<file path="config.mk">
export PLATFORM = sky130hd
export DESIGN_NAME = qpw_coef_store
export DESIGN_NICKNAME = d
export VERILOG_FILES = /design/src/rtl/qpw_pkg.sv /design/src/rtl/qpw_coef_store.sv
export SDC_FILE = /design/constraint.sdc
export NUM_CORES = 1
export LEC_CHECK = 0
export BUFFER_PORTS_ARGS = -buffer_cell sky130_fd_sc_hd__buf_4
export CAP_MARGIN = 20
export CORE_AREA = 2 2 591 593
export CTS_CLUSTER_DIAMETER = 30
export DETAILED_ROUTE_END_ITERATION = 7
export DIE_AREA = 0 0 593 595
export SYNTH_ARGS = -nofsm -noshare
export SYNTH_HDL_FRONTEND = slang
export SYNTH_SLANG_ARGS = --single-unit
</file>
<file path="constraint.sdc">
create_clock -name clk_i -period 0.8 [get_ports clk_i]
set_input_delay 0 -clock clk_i [delete_from_list [all_inputs] [get_ports clk_i]]
set_output_delay 0 -clock clk_i [all_outputs]
set_load 0.02 [all_outputs]
</file>
<file path="src/rtl/qpw_pkg.sv">
// Shared constants, types and codes of the quadratic point warp.
package qpw_pkg;

  // Fixed-point formats
  localparam int COORD_FRAC_BITS = 16;
  localparam int COEF_FRAC_BITS  = 32;
  localparam int COORD_W         = 32;
  localparam int COEF_W          = 48;
  localparam int TERM_W          = 2 * COORD_W;
  localparam int LO_W            = 32;   // low split of coefficients and terms
  localparam int COEF_HI_W       = COEF_W - LO_W;

  // Exact row sum; the largest row sum stays well below 2**114
  localparam int ACC_W     = 120;
  localparam int RND_SHIFT = COEF_FRAC_BITS + COORD_FRAC_BITS;

  // Coefficient store layout
  localparam int STORE_DEPTH = 30;
  localparam int IDX_W       = 5;
  localparam int NUM_ROWS    = 3;
  localparam int NUM_QUAD    = 6;
  localparam int NUM_LIN     = 3;
  localparam int LIN_BASE    = 18;
  localparam int TRN_BASE    = 27;

  // Register stages inside one row datapath
  localparam int ROW_STAGES = 4;

  // Codes
  localparam logic       ACT_LOAD  = 1'b0;
  localparam logic       ACT_MAP   = 1'b1;
  localparam logic [1:0] DIM_2D    = 2'd2;
  localparam logic [1:0] DIM_RESET = 2'd3;

  typedef logic signed [COORD_W-1:0] coord_t;
  typedef logic signed [COEF_W-1:0]  coef_t;
  typedef logic signed [TERM_W-1:0]  term_t;
  typedef logic signed [ACC_W-1:0]   acc_t;

  localparam coef_t COEF_ONE   = coef_t'(1) << COEF_FRAC_BITS;
  localparam acc_t  ROUND_HALF = acc_t'(1) << (RND_SHIFT - 1);

  // Quadratic terms and coordinates of one point, ordered per dimension
  typedef struct packed {
    term_t  [NUM_QUAD-1:0] h;
    coord_t [NUM_LIN-1:0]  p;
  } point_terms_t;

  // Coefficients that one output row uses
  typedef struct packed {
    coef_t [NUM_QUAD-1:0] quad;
    coef_t [NUM_LIN-1:0]  lin;
    coef_t                trn;
  } row_coef_t;

endpackage

</file>
<file path="src/rtl/qpw_coef_store.sv">
// Coefficient store: thirty registers that reset to the identity warp.
module qpw_coef_store import qpw_pkg::*; (
  input  logic             clk_i,
  input  logic             rst_ni,
  input  logic             we_i,
  input  logic [IDX_W-1:0] idx_i,
  input  coef_t            value_i,
  output coef_t            coef_o [STORE_DEPTH]
);

  coef_t store_q [STORE_DEPTH];

  // Identity on the linear diagonal; slots past the end are dropped
  always_ff @(posedge clk_i or negedge rst_ni) begin
    if (!rst_ni) begin
      for (int i = 0; i < STORE_DEPTH; i++) begin
        store_q[i] <= (i == LIN_BASE || i == LIN_BASE + 4 || i == LIN_BASE + 8) ?
                      COEF_ONE : coef_t'(0);
      end
    end else if (we_i && (idx_i < IDX_W'(STORE_DEPTH))) begin
      store_q[idx_i] <= value_i;
    end
  end

  assign coef_o = store_q;

endmodule

</file>
==> impl_results.md, run 1 <==
* Die area at 353,000 µm²
* Nets at 5,427
* Post-synth EDFFs at 0
* Data required time of the critical path at 0.80 ns
* Via density at 3.68
* Slowest stage cell on the critical path: sky130_fd_sc_hd__dfstp_2
* Most frequent cells after synthesis: 1,437 x sky130_fd_sc_hd__dfrtp_1, 1,396 x sky130_fd_sc_hd__mux2_2, 152 x sky130_fd_sc_hd__clkbuf_1
* Critical path cell sequence: buf_6
* Remaining DRCs at 0
* Crit Reg-Reg Endpoint: coef_o[801]
* Violated checks: negative hold slack, negative setup slack
* Largest net degree at the start of global routing at 101
* Crit Path Class: flop to primary output
* Total nets after synthesis at 3,276
* Cells after DPL at 9,334
* Static power due to leakage at 0.0438 µW
* Final HPWL from detailed placement at 164,000 µm
* Horizontal extent of the die at 593 µm
* Post-route non-filler standard cell count at 10,300
* DR iter-0 viols at 1,817
* Number of rows in the core area at 217
* Kind of end point of the critical path: primary output
* Synthesized instance count at 3,220
* Post-route worst hold slack at -0.0718 ns
* Fill cell count at 35,100
* Global-route total usage across every layer at 12.6%
* Aggregate routed wire length at 234,000 µm
* Initial core utilization at 15.6%
* Last weighted congestion value of the routability-driven placer at 0.778
* Critical path depth at 1
* Final Hold Vio Count at 139
* Slack of the worst reg-to-reg path at -0.26 ns
* Synth Area per Inst at 16.8 µm²
* Layout cell share with drive strength beyond 1 at 72.7%
* Number of distinct library cells after synthesis at 20
* Standard cell core area at 347,000 µm²
* Maximum fanout count along the critical path at 2
* Cell family contributing the most delay on the critical path: flip-flops
* Final std cell area, no fill at 91,700 µm²
* Synth top area cells: sky130_fd_sc_hd__dfrtp_1 67%, sky130_fd_sc_hd__mux2_2 29%, sky130_fd_sc_hd__buf_2 1.2%
* Clock tree from TritonCTS: built
* Count of boundary I/O pins at 1,496
* Beginning of the worst register-to-register path: coef_o[801]
* Normalized max-slew margin at 48.3%
* Origin of the worst setup path: coef_o[560]
* Cell Area, Placed at 74,400 µm²
* Clock sink total at 1,440
* TritonCTS Buffers at 322
* Final Worst Setup Slack at -0.734 ns
* Delay contributed by the slowest stage of the critical path at 0.53 ns
* Slew @ Worst Pin at 0.776 ns
* Number of max-cap violations at 0
* Wire length of the first global-routing pass at 319,000 µm
* Routed Antenna Nets at 0
* Timing-limited maximum frequency at 0.652 GHz
* Minimum clock period after layout at 1.53 ns
* First-pass iteration count of the detailed router at 7
* Warnings, synthesis at 0
* Number of cells on the worst reg-to-reg path at 3
* Path category of the worst min-delay check: input port to asynchronous set/reset pin
* Most frequent cell after synthesis: sky130_fd_sc_hd__dfrtp_1
* Area overhead of the layout relative to synthesis at 69.8%
* Unrepaired setup endpoints after global routing: yes
* Prevailing post-synth register cell: sky130_fd_sc_hd__dfrtp_1
* CP Launch Type: flop
* Hold buffer count at CTS at 50
* Final Power at 312,000 µW
* CTS Root Buffer Type: sky130_fd_sc_hd__clkbuf_16
* H-tree level count at 5
* Buffer levels on the longest clock path at 4
* Final worst-path cycle share at 192%
* Per-cell routed wire length at 22.8 µm
* Fraction of registers with async set/reset at 100%
* Maximum VDD drop at 0.00222 V
* Insertion delay to the later sink of the worst-skew pair at 0.87 ns
* Total power divided by cell area at 3410 nW/µm²
* Via count of the first global-routing pass at 40,800
* Result of the run: complete, but fails checks
* Capturing instance or port of the critical path: coef_o[560]
* Largest register FFs at 1,440
* Total of flip-flops plus latches after synthesis at 1,440
* Post-synth top area cell: sky130_fd_sc_hd__dfrtp_1
* Setup Viol. Count Final at 1,871
* DR vias at 37,700
* Die height at 595 µm
* Count of final max-slew check failures at 0
* Antenna violations before repair at 33
* Skew final at 0 ns
* Total standard cell area after synthesis at 54,000 µm²
* Share of the yosys chip area belonging to registers at 66.7%
* GRT overflow at 0
* CP arrival at 1.53 ns
* Number of buffers inserted by port buffering at 1,495
* CP bufs+invs at 1
* Clock input transition at the sequential cells of the worst setup and hold paths at 0.04 ns
* Area share of the largest cell type after synthesis at 66.6%
* Utilization after layout at 26.4%
-- through the flow --
stage | TNS, ns | setup WS, ns
3_3_place_gp | -1142.58 | -0.995
2_1_floorplan | -389.26 | -0.470
6_report | -876.47 | -0.734
4_1_cts | -1025.67 | -0.846
3_5_place_dp | -1150.18 | -0.986
5_1_grt | -1016.48 | -0.839
-- cells by family after synthesis --
kind of cell | share of synthesized area, %
mux | 30.3
flops | 66.7
buf+inv | 2.48
simple gates | 0.487
-- layer usage --
| layer | wire length [µm] | vias up | global-route usage [%] |
|---|---|---|---|
| met5 | 0 | - | 0 |
| met4 | 9170 | 0 | 4.81 |
| met3 | 20100 | 438 | 3.99 |
| met2 | 115000 | 1731 | 21.7 |
| met1 | 89500 | 19900 | 14.4 |
| li1 | - | 15700 | - |
-- placed cells by master, fill, tap and decap left out, types with 4 or more instances in the layout --
master                          instances
sky130_fd_sc_hd__clkbuf_8              47
sky130_fd_sc_hd__clkbuf_16            326
sky130_fd_sc_hd__dfrtp_1             1433
sky130_fd_sc_hd__buf_12               121
sky130_fd_sc_hd__bufinv_16             49
sky130_fd_sc_hd__inv_6                  6
sky130_fd_sc_hd__nor2_4                10
sky130_fd_sc_hd__nand3_4                4
sky130_fd_sc_hd__clkinv_16             13
sky130_fd_sc_hd__clkinv_2              60
sky130_fd_sc_hd__buf_6                864
sky130_fd_sc_hd__mux2_1                 4
sky130_fd_sc_hd__nand2_4               12
sky130_fd_sc_hd__dlygate4sd3_1         50
sky130_fd_sc_hd__buf_4               1087
sky130_fd_sc_hd__diode_2               17
sky130_fd_sc_hd__dfrtp_2                4
sky130_fd_sc_hd__clkinv_4              10
sky130_fd_sc_hd__mux2_2              1240
sky130_fd_sc_hd__clkinvlp_4            25
sky130_fd_sc_hd__mux2_4               196
sky130_fd_sc_hd__clkbuf_1              47
-- how the worst min path moves through the flow --
stage / start / to / slack, ns / cells after the start
finish: rst_ni / coef_o[1363] / -0.07 / 3
global route: idx_i[0] / coef_o[802] / -0.12 / 6
CTS: idx_i[0] / coef_o[802] / -0.18 / 6
detailed placement: rst_ni / coef_o[1210] / 0.17 / 2
global placement: rst_ni / coef_o[1356] / 0.17 / 2
floorplan: rst_ni / coef_o[0] / -0.30 / 0
-- power by group --
group / internal [µW] / total [µW] / switching (µW)
Sequential: 87400 / 97400 / 10000
Combinational: 38800 / 75800 / 37000
Clock: 95000 / 139000 / 44200
-- area by class of cell --
| class | instances | area (µm²) | area share (%) |
|---|---|---|---|
| antenna | 17 | 42.5 | 0.0464 |
| clock buffer | 420 | 8980 | 9.79 |
| clock inverter | 168 | 2580 | 2.82 |
| multi-input combinational | 1484 | 17500 | 19.0 |
| sequential | 1440 | 36000 | 39.3 |
| tap | 4599 | 5750 | 6.27 |
| timing repair buffer | 2123 | 20800 | 22.7 |
-- what timing repair did --
action                      CTS  global route
gates cloned                  0             0
hold endpoints to repair   2880           218
buffers inserted            155           126
setup endpoints to repair  1461          1730
resized for setup           521           347
pin swaps                     0             0
Note: power is estimated with default switching activity, not from simulation.
==> run 2: changes to the inputs <==
==> constraint.sdc (replaced) <==
create_clock -name clk_i -period 0.8 [get_ports clk_i]
set_input_delay 0.04 -clock clk_i [delete_from_list [all_inputs] [get_ports clk_i]]
set_output_delay 0.04 -clock clk_i [all_outputs]
set_load 0.02 [all_outputs]
==> run 2 against run 1 <==
Sequential share of layout area grew 0.18 points. The run still ends with negative hold slack, negative setup slack left. Fmax fell by 1.9%. Critical path type unchanged. Critical endpoint is now coef_o[176]. Sequential cell count is the same.
==> impl_results.md, run 2 (synthesis gave the netlist of run 1 again) <==
* Critical path cell sequence: buf_6 (unchanged)
* Via count of the first global-routing pass at 40,500 (was 40,800)
* CP Launch Type: flop (unchanged)
* Static power due to leakage at 0.0436 µW (was 0.0438 µW)
* Initial core utilization at 15.6% (unchanged)
* Normalized max-slew margin at 49.7% (was 48.3%)
* Final worst-path cycle share at 195% (was 192%)
* Beginning of the worst register-to-register path: coef_o[598] (was coef_o[801])
* Nets at 5,416 (was 5,427)
* Die height at 595 µm (unchanged)
* Most frequent standard cell in the layout excluding fill and tap cells: sky130_fd_sc_hd__dfrtp_1 (unchanged)
* Clock input transition at the sequential cells of the worst setup and hold paths at 0.05 ns (was 0.04 ns)
* Largest net degree at the start of global routing at 76 (was 101)
* Origin of the worst setup path: coef_o[176] (was coef_o[560])
* Minimum clock period after layout at 1.56 ns (was 1.53 ns)
* Largest register FFs at 1,440 (unchanged)
* H-tree level count at 5 (unchanged)
* Routed Antenna Nets at 0 (unchanged)
* Count of boundary I/O pins at 1,496 (unchanged)
* Die area at 353,000 µm² (unchanged)
* Layout cell share with drive strength beyond 1 at 72.5% (was 72.7%)
* Number of buffers inserted by port buffering at 1,495 (unchanged)
* Via density at 3.67 (was 3.68)
* TritonCTS Buffers at 318 (was 322)
* CP bufs+invs at 1 (unchanged)
* Maximum VDD drop at 0.00242 V (was 0.00222 V)
* Result of the run: complete, but fails checks (unchanged)
* Data required time of the critical path at 0.76 ns (was 0.80 ns)
* Per-cell routed wire length at 22.7 µm (was 22.8 µm)
* Clock tree from TritonCTS: built (unchanged)
* Maximum fanout count along the critical path at 2 (unchanged)
* GRT overflow at 0 (unchanged)
* Fill cell count at 35,200 (was 35,100)
* Number of max-cap violations at 0 (unchanged)
* Final Worst Setup Slack at -0.763 ns (was -0.734 ns)
* Global-route total usage across every layer at 12.5% (was 12.6%)
* Part of the total power dissipated in combinational logic at 24.6% (was 24.3%)
* Path category of the worst min-delay check: input port to flop (was input port to asynchronous set/reset pin)
* CP arrival at 1.52 ns (was 1.53 ns)
* Insertion delay to the later sink of the worst-skew pair at 0.86 ns (was 0.87 ns)
* Area overhead of the layout relative to synthesis at 69.0% (was 69.8%)
* Critical path depth at 1 (unchanged)
* Aggregate routed wire length at 232,000 µm (was 234,000 µm)
* Final Hold Vio Count at 3 (was 139)
* Antenna violations before repair at 30 (was 33)
* Final HPWL from detailed placement at 163,000 µm (was 164,000 µm)
* Utilization after layout at 26.3% (was 26.4%)
* Timing-limited maximum frequency at 0.640 GHz (was 0.652 GHz)
* Standard cell core area at 347,000 µm² (unchanged)
* Worst hold path startpoint: idx_i[0]
* Kind of end point of the critical path: primary output (unchanged)
* Slew @ Worst Pin at 0.755 ns (was 0.776 ns)
* Remaining DRCs at 0 (unchanged)
* Slowest stage cell on the critical path: sky130_fd_sc_hd__dfstp_2 (unchanged)
* CTS Root Buffer Type: sky130_fd_sc_hd__clkbuf_16 (unchanged)
* Wire length of the first global-routing pass at 316,000 µm (was 319,000 µm)
* Relative contribution of the clock network to total power at 43.6% (was 44.6%)
* Violated checks: negative hold slack, negative setup slack (unchanged)
* Switching power as a share of total power at 29.7% (was 29.2%)
* DR vias at 37,500 (was 37,700)
* Cell family contributing the most delay on the critical path: flip-flops (unchanged)
* Commonest cells after routing, fill and taps aside: 1,436 x sky130_fd_sc_hd__dfrtp_1, 1,240 x sky130_fd_sc_hd__mux2_2, 1,049 x sky130_fd_sc_hd__buf_4 (was 1,433 x sky130_fd_sc_hd__dfrtp_1, 1,240 x sky130_fd_sc_hd__mux2_2, 1,087 x sky130_fd_sc_hd__buf_4)
* Slack of the worst reg-to-reg path at -0.25 ns (was -0.26 ns)
* Last weighted congestion value of the routability-driven placer at 0.775 (was 0.778)
* Crit Path Class: flop to primary output (unchanged)
* Setup Viol. Count Final at 1,998 (was 1,871)
* Crit Reg-Reg Endpoint: coef_o[598] (was coef_o[801])
* Capturing instance or port of the critical path: coef_o[176] (was coef_o[560])
* Skew final at 0 ns (unchanged)
* Total negative slack for setup checks at -941.30 ns (was -876.47 ns)
* Sequential cell fraction of total power at 31.7% (was 31.2%)
* Post-route worst hold slack at -0.0228 ns (was -0.0718 ns)
* Horizontal extent of the die at 593 µm (unchanged)
* Switching pwr at 91,200 µW (about the same)
* Buffer levels on the longest clock path at 4 (unchanged)
* Number of rows in the core area at 217 (unchanged)
* Total power divided by cell area at 3370 nW/µm² (was 3410 nW/µm²)
* Final std cell area, no fill at 91,300 µm² (was 91,700 µm²)
* First-pass iteration count of the detailed router at 5 (was 7)
* Delay contributed by the slowest stage of the critical path at 0.55 ns (was 0.53 ns)
* Cell Area, Placed at 74,400 µm² (about the same)
* Number of cells on the worst reg-to-reg path at 3 (unchanged)
* DR iter-0 viols at 1,921 (was 1,817)
* Unrepaired setup endpoints after global routing: yes (unchanged)
* Count of final max-slew check failures at 0 (unchanged)
* Clock sink total at 1,440 (unchanged)
* Cell-internal power at 216,000 µW (was 221,000 µW)
run 2: per-layer routing:
metal,routed length [µm],track usage [%]
met5,0,0
met4,10300,5.24
met3,20500,4.20
met2,112000,21.3
met1,89100,14.3
run 2: how the worst min path moves through the flow:
stage,endpoint,cells after the start
global route,coef_o[479],5
CTS,coef_o[54],5
global placement,coef_o[875],2
finish,coef_o[479],5
floorplan,coef_o[0],0
detailed placement,coef_o[976],2
run 2: final cells by class:
cell class	instances	area [µm²]	share of cell area, %
Sequential cell	1440	36000	39.5
Clock buffer	416	8880	9.73
Clock inverter	158	2260	2.48
Multi-Input combinational cell	1484	17500	19.1
Antenna cell	13	32.5	0.0356
Timing Repair Buffer	2116	20900	22.8
Tap cell	4599	5750	6.30
run 2: power groups by stage:
stage	clock (µW)	sequential (µW)	combinational [µW]
6_report	134000	97500	75700
5_1_grt	141000	98900	79100
2_1_floorplan	0	113000	14500
3_5_place_dp	0	96500	66800
4_1_cts	136000	96600	72400
3_3_place_gp	0	95700	66200
run 2: timing repair:
item,4_1_cts,5_1_grt
gates resized for setup,542,360
setup endpoints to repair,1516,1797
endpoints found under the hold margin,2880,97
hold buffers,49,1
setup buffers,148,121
run 2: metrics by stage:
stage,total power [µW],worst slack (ns),std cells
2_1_floorplan,127000,-0.510,3220
3_3_place_gp,162000,-1.08,9340
3_5_place_dp,163000,-1.09,9340
4_1_cts,305000,-0.886,10100
5_1_grt,319000,-0.873,10200
6_report,307000,-0.763,10200
